<file path="config.mk">
export PLATFORM = sky130hd
export DESIGN_NAME = bbr_dp
export DESIGN_NICKNAME = d
export VERILOG_FILES = /design/src/rtl/core/bbr_pkg.sv /design/src/rtl/core/bbr_dp.sv
export SDC_FILE = /design/constraint.sdc
export NUM_CORES = 2
export LEC_CHECK = 0
export ABC_AREA = 1
export BUFFER_PORTS_ARGS = -buffer_cell sky130_fd_sc_hd__buf_4
export CORE_ASPECT_RATIO = 1.4
export CORE_MARGIN = 5
export CORE_UTILIZATION = 45
export CTS_BUF_LIST = sky130_fd_sc_hd__clkbuf_4 sky130_fd_sc_hd__clkbuf_8
export CTS_CLUSTER_SIZE = 10
export DETAILED_ROUTE_END_ITERATION = 12
export PLACE_DENSITY = 0.71
export SYNTH_ARGS = -nofsm -noshare
export SYNTH_HDL_FRONTEND = slang
export SYNTH_SLANG_ARGS = --single-unit
</file>
<file path="constraint.sdc">
create_clock -name clk -period 22.6 [get_ports clk]
set_input_delay 1.13 -clock clk [delete_from_list [all_inputs] [get_ports clk]]
set_output_delay 1.13 -clock clk [all_outputs]
set_load 0.02 [all_outputs]
</file>
<file path="src/rtl/core/bbr_pkg.sv">
//------------------------------------------------------------------------------
// bbr_pkg
// Shared types and constants for the BBR ACK path block.
//------------------------------------------------------------------------------
package bbr_pkg;

    localparam int BW_WINDOW_ROUNDS = 10;
    localparam int SLOT_W = $clog2(BW_WINDOW_ROUNDS);

    localparam logic [1:0] CFG_FULL_BW_ROUNDS = 2'd0;
    localparam logic [1:0] CFG_PROBE_RTT_INT  = 2'd1;
    localparam logic [1:0] CFG_MIN_RTT_WINDOW = 2'd2;

    localparam logic [1:0] BW_RES_NONE   = 2'd0;
    localparam logic [1:0] BW_RES_APPLIM = 2'd1;
    localparam logic [1:0] BW_RES_TAKEN  = 2'd2;

    localparam logic [3:0] STALL_SAT = 4'd15;

    typedef struct packed {
        logic step;
        logic refresh;
        logic load_out;
    } bbr_cmd_t;

endpackage

</file>
<file path="src/rtl/core/bbr_dp.sv">
//------------------------------------------------------------------------------
// bbr_dp
// Datapath: round counter, bandwidth slots, full-bw detector, RTT filters.
//------------------------------------------------------------------------------
module bbr_dp (
    input  logic              clk,
    input  logic              rst_n,
    input  bbr_pkg::bbr_cmd_t cmd,
    input  logic              cfg_valid,
    input  logic [1:0]        cfg_index,
    input  logic [39:0]       cfg_data,
    input  logic [63:0]       now_time,
    input  logic [47:0]       delivered_total,
    input  logic [47:0]       prior_delivered,
    input  logic [39:0]       delivery_rate,
    input  logic              rate_valid,
    input  logic              app_limited,
    input  logic [39:0]       rtt_sample,
    input  logic              rtt_valid,
    output logic              status,
    output logic              round_started,
    output logic [31:0]       round_number,
    output logic [1:0]        bw_sample_result,
    output logic [39:0]       max_bandwidth,
    output logic              bw_plateau_hit,
    output logic              bw_plateau_seen,
    output logic [39:0]       min_rtt,
    output logic              short_rtt_aged,
    output logic              long_rtt_aged
);
    import bbr_pkg::*;

    logic [3:0]  fbr_reg;
    logic [39:0] prt_int_reg, mrw_reg;

    logic [39:0] slots_reg [BW_WINDOW_ROUNDS];
    logic [39:0] bw_max_reg;
    logic [31:0] filter_round_reg, rounds_reg;
    logic        filter_known_reg;
    logic [47:0] mark_reg;
    logic [39:0] base_reg;
    logic [3:0]  stall_reg;
    logic        full_reg;
    logic [39:0] smin_reg, lmin_reg;
    logic [63:0] sstamp_reg, lstamp_reg, last_time_reg;
    logic        sknown_reg, lknown_reg, last_known_reg;
    // rounds and filter_round modulo the window, tracked incrementally
    logic [SLOT_W-1:0] rslot_reg, fslot_reg;

    // per-item flags kept for result
    logic        st_reg, started_reg, fnow_reg, pexp_reg, lexp_reg;
    logic [1:0]  bwres_reg;

    logic        reject, started, rate_ok, admit, fnow, pe, le, s_take, l_take;
    logic        round_wrap;
    logic [31:0] rounds_n, gap;
    logic [39:0] thr_base;
    logic [41:0] thr;
    logic [39:0] slot_val;
    logic [SLOT_W-1:0] cur_slot;
    logic [BW_WINDOW_ROUNDS-1:0] clr;
    logic [3:0]  stall_inc;
    logic [39:0] smin_n;
    logic [63:0] sstamp_n;
    logic [39:0] max_tree;

    assign reject  = last_known_reg && (now_time < last_time_reg);
    assign started = (delivered_total != '0) && (delivered_total >= prior_delivered)
                     && (prior_delivered >= mark_reg);
    assign rounds_n = rounds_reg + {31'd0, started};
    assign rate_ok  = rate_valid && (delivery_rate != '0);
    assign admit    = rate_ok && !(app_limited && (delivery_rate < bw_max_reg));
    assign gap      = rounds_n - filter_round_reg;
    assign round_wrap = (rounds_n < filter_round_reg);
    assign cur_slot = !started ? rslot_reg
                    : (rounds_reg == '1) ? '0
                    : (rslot_reg == SLOT_W'(BW_WINDOW_ROUNDS - 1)) ? '0
                    : rslot_reg + SLOT_W'(1);

    // slot k is (off) rounds past the last aged round; a round counter wrap
    // splits the run into the tail before the wrap and rounds 0..rounds_n
    always_comb
    begin
        logic [SLOT_W:0] off;
        off = '0;
        for (int k = 0; k < BW_WINDOW_ROUNDS; k++)
        begin
            if (SLOT_W'(k) > fslot_reg)
            begin
                off = (SLOT_W+1)'(k) - {1'b0, fslot_reg};
            end
            else
            begin
                off = (SLOT_W+1)'(k + BW_WINDOW_ROUNDS) - {1'b0, fslot_reg};
            end
            clr[k] = filter_known_reg && (gap != '0)
                     && ((gap >= 32'(BW_WINDOW_ROUNDS))
                         || (!round_wrap && (32'(off) <= gap))
                         || (round_wrap && ((32'(off) <= ~filter_round_reg)
                                            || (32'(k) <= rounds_n))));
        end
    end

    assign slot_val = clr[cur_slot] ? 40'd0 : slots_reg[cur_slot];

    assign thr_base = base_reg;
    assign thr = {2'b00, thr_base} + {4'd0, thr_base[39:2]}
                 + {41'd0, (thr_base[1:0] != 2'b00)};
    assign stall_inc = (stall_reg < STALL_SAT) ? stall_reg + 4'd1 : stall_reg;
    assign fnow = !full_reg && started && rate_ok && !app_limited
                  && !((base_reg == '0) || ({2'b00, delivery_rate} >= thr))
                  && (stall_inc >= fbr_reg);

    assign pe = sknown_reg && (now_time > sstamp_reg)
                && ((now_time - sstamp_reg) > {24'd0, prt_int_reg});
    assign s_take = !sknown_reg || (rtt_sample < smin_reg) || pe;
    assign smin_n   = s_take ? rtt_sample : smin_reg;
    assign sstamp_n = s_take ? now_time : sstamp_reg;
    assign le = lknown_reg && (now_time > lstamp_reg)
                && ((now_time - lstamp_reg) > {24'd0, mrw_reg});
    assign l_take = !lknown_reg || (smin_n < lmin_reg) || le;

    always_comb
    begin
        max_tree = '0;
        for (int k = 0; k < BW_WINDOW_ROUNDS; k++)
        begin
            if (slots_reg[k] > max_tree)
            begin
                max_tree = slots_reg[k];
            end
        end
    end

    always_ff @(posedge clk or negedge rst_n)
    begin
        if (!rst_n)
        begin
            fbr_reg     <= 4'd3;
            prt_int_reg <= 40'd5000000000;
            mrw_reg     <= 40'd10000000000;
        end
        else if (cfg_valid)
        begin
            unique case (cfg_index)
                CFG_FULL_BW_ROUNDS: fbr_reg     <= cfg_data[3:0];
                CFG_PROBE_RTT_INT:  prt_int_reg <= cfg_data;
                CFG_MIN_RTT_WINDOW: mrw_reg     <= cfg_data;
                default: ;
            endcase
        end
    end

    always_ff @(posedge clk or negedge rst_n)
    begin
        if (!rst_n)
        begin
            for (int k = 0; k < BW_WINDOW_ROUNDS; k++)
            begin
                slots_reg[k] <= '0;
            end
            bw_max_reg       <= '0;
            filter_round_reg <= '0;
            filter_known_reg <= 1'b0;
            rounds_reg       <= '0;
            rslot_reg        <= '0;
            fslot_reg        <= '0;
            mark_reg         <= '0;
            base_reg         <= '0;
            stall_reg        <= '0;
            full_reg         <= 1'b0;
            smin_reg         <= '0;
            sstamp_reg       <= '0;
            sknown_reg       <= 1'b0;
            lmin_reg         <= '0;
            lstamp_reg       <= '0;
            lknown_reg       <= 1'b0;
            last_time_reg    <= '0;
            last_known_reg   <= 1'b0;
            st_reg           <= 1'b0;
            started_reg      <= 1'b0;
            fnow_reg         <= 1'b0;
            pexp_reg         <= 1'b0;
            lexp_reg         <= 1'b0;
            bwres_reg        <= BW_RES_NONE;
        end
        else if (cmd.step)
        begin
            st_reg      <= reject;
            started_reg <= 1'b0;
            fnow_reg    <= 1'b0;
            pexp_reg    <= 1'b0;
            lexp_reg    <= 1'b0;
            bwres_reg   <= BW_RES_NONE;
            if (!reject)
            begin
                last_time_reg  <= now_time;
                last_known_reg <= 1'b1;
                started_reg    <= started;
                if (started)
                begin
                    mark_reg   <= delivered_total;
                    rounds_reg <= rounds_n;
                    rslot_reg  <= cur_slot;
                end
                if (rate_ok && !admit)
                begin
                    bwres_reg <= BW_RES_APPLIM;
                end
                if (admit)
                begin
                    bwres_reg        <= BW_RES_TAKEN;
                    filter_round_reg <= rounds_n;
                    fslot_reg        <= cur_slot;
                    filter_known_reg <= 1'b1;
                    for (int k = 0; k < BW_WINDOW_ROUNDS; k++)
                    begin
                        if ((SLOT_W'(k) == cur_slot) && (delivery_rate > slot_val))
                        begin
                            slots_reg[k] <= delivery_rate;
                        end
                        else if (clr[k])
                        begin
                            slots_reg[k] <= '0;
                        end
                    end
                end
                if (!full_reg && started && rate_ok && !app_limited)
                begin
                    if ((base_reg == '0) || ({2'b00, delivery_rate} >= thr))
                    begin
                        base_reg  <= delivery_rate;
                        stall_reg <= '0;
                    end
                    else
                    begin
                        stall_reg <= stall_inc;
                        fnow_reg  <= fnow;
                        if (fnow)
                        begin
                            full_reg <= 1'b1;
                        end
                    end
                end
                if (rtt_valid && (rtt_sample != '0))
                begin
                    pexp_reg   <= pe;
                    lexp_reg   <= le;
                    smin_reg   <= smin_n;
                    sstamp_reg <= sstamp_n;
                    sknown_reg <= 1'b1;
                    if (l_take)
                    begin
                        lmin_reg   <= smin_n;
                        lstamp_reg <= sstamp_n;
                    end
                    lknown_reg <= 1'b1;
                end
            end
        end
        else if (cmd.refresh)
        begin
            bw_max_reg <= max_tree;
        end
    end

    always_ff @(posedge clk)
    begin
        if (cmd.load_out)
        begin
            status           <= st_reg;
            round_started    <= started_reg;
            round_number     <= rounds_reg;
            bw_sample_result <= bwres_reg;
            max_bandwidth    <= max_tree;
            bw_plateau_hit   <= fnow_reg;
            bw_plateau_seen  <= full_reg;
            min_rtt          <= lmin_reg;
            short_rtt_aged   <= pexp_reg;
            long_rtt_aged    <= lexp_reg;
        end
    end

endmodule

</file>
== Word level (Yosys, flattened, before mapping) ==
Index checks and enable logic that the tools add are counted.
Cells by class
  add/sub/neg operators: 28
  multiply operators: 0
  div/mod/pow operators: 0
  magnitude comparators: 68
  equal/unequal tests: 13
  shifts and indexed selects: 0
  mux-type cells: 64
  bitwise operators: 5
  reductions and logical operators: 140
Operators with widths (count)
  40-bit 2-to-1 mux: 34
  5-bit by 32-bit less-or-equal comparator with 1-bit output: 20
  40-bit greater-than comparator: 10
  40-bit binary-select mux with 4-bit select: 1
  64-bit by 40-bit greater-than comparator with 1-bit output: 2
  64-bit greater-than comparator: 2
  3-bit by 32-bit less-or-equal comparator with 1-bit output, first input constant: 4
  64-bit subtractor: 2
  40-bit < comparator: 3
  48-bit >= comparator: 2
  40-bit nonzero test: 2
  1-bit by 32-bit less-or-equal comparator with 1-bit output, first input constant: 2
  2-bit by 32-bit less-or-equal comparator with 1-bit output, first input constant: 2
  4-bit by 32-bit less-or-equal comparator with 1-bit output, first input constant: 2
  64-bit < comparator: 1
  64-bit 2-to-1 mux: 1
  1-bit logical AND: 58
  5-bit 2-to-1 mux: 10
  4-bit AND reduction: 12
  48-bit nonzero test: 1
  41-bit by 1-bit adder with 42-bit output: 1
  40-bit by 42-bit >= comparator with 1-bit output: 1
  40-bit by 38-bit adder with 41-bit output: 1
  40-bit by 1-bit greater-than comparator with 1-bit output, second input constant: 1
  43 further kinds: 143
Storage, ports and cells
  register bits after elaboration: 1091
  latch bits: 0
  memory bits (writable): 0
  ROM bits: 0
  memories: 0

== Depth between registers and ports, before layout ==
  depth in word-level cells: 20
  mapped depth: 157

== Worst setup path before layout ==
OpenSTA, ideal clock, no wires.
  path type: register to register
  start: reg slots_reg[359] in the netlist's numbering
  end: reg max_bandwidth[11] (data pin)
  library setup time: 0.255 ns
  data arrival time: 16.938 ns
  required time: 22.345 ns
  path slack: 5.408 ns
  cell stages (with the launch flop): 132
  buffers on the path: 15
  period minus slack after synthesis: 17.192 ns
  cell sequence: dfrtp_1 > ha_1 > nand2_1 > nor2_1 > and2_1 > nand3_2 > inv_2 > nand4_4 > nand2_4 > clkbuf_1 > clkbuf_1 > nand2_1 > o21ai_0 > ha_1 > nand2_1 > inv_1 > o21ai_0 > nand2_1 > (+96 left out) > nand2_1 > nand2_2 > buf_2 > nand3_1 > and2_1 > ha_1 > nand2_1 > inv_1 > a221oi_1 > o211ai_1 > nand2_1 > o2111ai_1 > a21oi_1 > o221ai_1 > nand2_1 > buf_1 > nand3_1 > and2_1
On the way
  cells in the longest elaborated chain, start to end: 18
Ends and longest elaborated chain
  from (decl): RTL line bbr_dp.sv:36  | logic [39:0] slots_reg [BW_WINDOW_ROUNDS];
  from (signal, indexed assignment): RTL line bbr_dp.sv:220  | slots_reg[k] <= delivery_rate;
  40-bit greater-than comparator: RTL line bbr_dp.sv:128  | if (slots_reg[k] > max_tree)
  40-bit 2-to-1 mux *: RTL line bbr_dp.sv:128
  40-bit greater-than comparator: RTL line bbr_dp.sv:128
  40-bit 2-to-1 mux *: RTL line bbr_dp.sv:128
  40-bit greater-than comparator: RTL line bbr_dp.sv:128
  40-bit 2-to-1 mux *: RTL line bbr_dp.sv:128
  40-bit greater-than comparator: RTL line bbr_dp.sv:128
  40-bit 2-to-1 mux *: RTL line bbr_dp.sv:128
  (+3 left out)
  40-bit 2-to-1 mux *: RTL line bbr_dp.sv:128
  40-bit greater-than comparator: RTL line bbr_dp.sv:128
  40-bit 2-to-1 mux *: RTL line bbr_dp.sv:128
  40-bit greater-than comparator: RTL line bbr_dp.sv:128
  40-bit 2-to-1 mux *: RTL line bbr_dp.sv:128
  40-bit greater-than comparator: RTL line bbr_dp.sv:128
  40-bit 2-to-1 mux *: RTL line bbr_dp.sv:128
  named net max_tree[11]: RTL line bbr_dp.sv:65  | logic [39:0] max_tree;
  to (signal assigned): RTL line bbr_dp.sv:275  | max_bandwidth <= max_tree;
  to (decl): RTL line bbr_dp.sv:24  | output logic [39:0] max_bandwidth,
Mark *: on every way through the listed nets, which the timed path passes. The rest lies on a longest branch.
A chain may end at the register's enable or synchronous reset.

== Worst setup path in the final report ==
  start: reg slots_reg[383] in the netlist's numbering
  end: reg max_bandwidth[37] (data pin)
On the way
  cells in the longest elaborated chain, start to end: 20
Ends and longest elaborated chain (RTL line)
  40-bit by 1-bit greater-than comparator with 1-bit output: bbr_dp.sv:128
  40-bit 2-to-1 mux *: bbr_dp.sv:128
  40-bit greater-than comparator: bbr_dp.sv:128
  40-bit 2-to-1 mux *: bbr_dp.sv:128
  40-bit greater-than comparator: bbr_dp.sv:128
  40-bit 2-to-1 mux *: bbr_dp.sv:128
  40-bit greater-than comparator: bbr_dp.sv:128
  40-bit 2-to-1 mux *: bbr_dp.sv:128
  (+5 left out)
  40-bit 2-to-1 mux *: bbr_dp.sv:128
  40-bit greater-than comparator: bbr_dp.sv:128
  40-bit 2-to-1 mux *: bbr_dp.sv:128
  40-bit greater-than comparator: bbr_dp.sv:128
  40-bit 2-to-1 mux *: bbr_dp.sv:128
  40-bit greater-than comparator: bbr_dp.sv:128
  40-bit 2-to-1 mux *: bbr_dp.sv:128
  named net max_tree[37]: bbr_dp.sv:65
Marks and branches as above.

==> impl_metrics.ini <==
[placed_design]
gp_congestion = 1.000
port_buffers = 410
place_area_um2 = 86570
place_inst = 12780
dp_hpwl_mm = 204.9

[sta]
final.min_clock_period_ns = 20.79
clock.fmax_ghz = 0.04810
fin_crit_sh = 0.9199
slew_violations = 0
finalSetupViolCount = 0
tightest_slew_ns = 1.109
hold_violations = 0
slew_headroom = 0.2554
final.setup_skew_ns = 0.07706
fin_tns_setup_ns = 0
rsz0062_at_grt = no

[layout]
areaGrowthSynthToFinish_pct = 13.83
seq_area_um2 = 27930
final_area_um2 = 90600
drive_gt1_frac = 0.1079
nets = 12050
finish.utilization = 0.5154
multiInputGateArea_um2 = 44520
nFillCells = 16730
largest_reg_flops = 400
stdcell_count = 13120

[global_routing]
grt_pass1_vias = 75070
use_met1 = 0.3379
grt_pass1_wl_mm = 412.5
top_usage_layer = met2
grt.total_usage = 0.2801
met3_usage = 0.04640
grt_max_degree = 130
overflow = 0
antenna_found_initial = 19
met2_usage = 0.4830

[clocking]
cts_resized = 0
htreeDepth = 4
cts_tree = yes
clk-insertion-delay-late_ns = 0.97
cts.sinks = 1091
root_buffer = clkbuf_8
clk_pin_slew_ns = 0.07
hold_buffers = 0
postCtsSetupRepairBufs = 0
numCtsBuffers = 182
clockBufferDepth = 3

[critical_path]
timing.rr.start = slots_reg[383]
r2r_end = max_bandwidth[37]
cp_max_fo = 53
crit_type = reg -> reg
cpMostUsedCell = nand2_1
crit_slowest_cell = a2111oi_1
end_kind = flop
crit_path_start_kind = flop
arrival_ns = 21.49
crit_buf_inv = 24
cp_slowest_stage_delay_ns = 0.53
critPathTopFamily = simple AND/OR/NAND/NOR gates
ff2ff_path_depth = 125
required_ns = 23.30
r2r_slack_ns = 1.81

[synthesis]
ys_ff_latch = 1091
syn_area_per_cell_um2 = 7.833
yosysSeqAreaShare = 0.3509
netlist_area_um2 = 79600
synth_nets = 11540
synth_cells = 10160
ys_warn_count = 0
synth_edf_count = 120
synthArstFlopShare = 0.8900
synthFlopType = dfrtp_1
ys_types = 67

[run_status]
status = finished, final reports clean

[routing]
drt_iter0_drc = 5858
drc = 0
via_per_inst = 5.709
via_count = 74890
post_drt_wl_per_cell_um = 20.25
drt-total-wl_mm = 265.6
ant_nets = 0
firstDrtPassIters = 6

[floorplanning]
die-area_um2 = 185500
start_util = 0.4528
ios = 411
rows = 182
die_w_um = 365.5
core_um2 = 175800
fp.dieH_um = 507.6

[flow_run]
maxCapViolations = 0

[hold_path]
hold_class = in -> async
## synthesized netlist by cell type (40+ instances only)
master | count | area, µm²
ha_1 | 1086 | 13590
nor2_1 | 309 | 1160
o211ai_1 | 43 | 322.8
xor2_1 | 141 | 1235
inv_1 | 1503 | 5642
o22ai_1 | 488 | 3053
xnor2_1 | 76 | 665.6
nor4_1 | 76 | 475.5
dfrtp_1 | 947 | 23700
nand2_1 | 2009 | 7541
o21ai_0 | 1158 | 5796
nor3_1 | 94 | 470.5
a211oi_1 | 65 | 488.0
nand3_1 | 305 | 1526
nand4_1 | 193 | 1207
clkbuf_1 | 358 | 1344
edfxtp_1 | 120 | 3603
o2111ai_1 | 51 | 446.7
a21oi_1 | 618 | 3093
and2_1 | 81 | 506.7
a22oi_1 | 40 | 300.3
## layer usage
layer | share of wire | up-vias
met5 | 0.00056 | -
met4 | 0.053 | 24
met3 | 0.067 | 703
met2 | 0.48 | 2754
met1 | 0.40 | 35570
li1 | - | 35840
## stage by stage
stage          hold slack (ns)  setup WS (ns)
6_report                0.2524          1.810
5_1_grt                 0.2947         0.1333
4_1_cts                 0.2172          1.566
3_5_place_dp            0.4292          1.683
3_3_place_gp            0.4300          1.972
2_1_floorplan           0.4249          5.408
## layout by cell type, fill, tap and decap left out, types with 15 or more instances in the layout
master,n
a221oi_1,15
buf_4,709
nand2_2,17
clkbuf_4,63
o21a_1,20
o21bai_1,29
o221ai_1,30
o31ai_1,19
dfrtp_1,947
xnor2_1,76
a31oi_1,23
nor2_1,304
nor3_1,94
edfxtp_1,120
xor2_1,141
inv_1,1502
a22oi_1,40
clkbuf_8,215
clkinv_1,16
and2_1,81
a21oi_1,618
dfstp_2,24
nand4_1,193
a211oi_1,64
ha_1,1086
nand3_1,300
o21ai_0,1157
clkinv_2,23
a21o_1,23
o211ai_1,43
nor4_1,76
nand2_1,2008
o2111ai_1,51
o22ai_1,488
## worst max path at each step
stage                   endpoint            from  cells after the start
2_1_floorplan  max_bandwidth[11]  slots_reg[359]                    131
3_3_place_gp    max_bandwidth[2]  slots_reg[339]                    126
3_5_place_dp   max_bandwidth[23]  slots_reg[383]                    127
4_1_cts        max_bandwidth[23]  slots_reg[383]                    126
5_1_grt        max_bandwidth[11]  slots_reg[383]                    131
6_report       max_bandwidth[37]  slots_reg[383]                    125
## cell type report
class / count / share of cell area
Clock inverter: 54 / 0.006339
Multi-Input combinational cell: 7143 / 0.4914
Sequential cell: 1091 / 0.3083
Inverter: 1527 / 0.06333
Clock buffer: 278 / 0.03788
Timing Repair Buffer: 719 / 0.06080
Tap cell: 2300 / 0.03176
Antenna cell: 7 / 0.0001933
## logic make-up (layout without fill, tap and decap cells)
| logic type | count (synthesis) | in the layout | share of synthesized area |
|---|---|---|---|
| multiplexers | 2 | 2 | 0.0002829 |
| AO/OA/AOI/OAI | 2686 | 2686 | 0.1915 |
| buffers and inverters | 1928 | 2578 | 0.09161 |
| adder cells (fa/ha/maj) | 1091 | 1091 | 0.1720 |
| other | 0 | 7 | 0 |
| flip-flops | 1091 | 1091 | 0.3509 |
| XOR/XNOR | 217 | 217 | 0.02388 |
| AND/OR/NAND/NOR | 3147 | 3147 | 0.1698 |
Power is not shown: default switching activity piles up to over one toggle a cycle in this logic, so the estimate is an artifact.
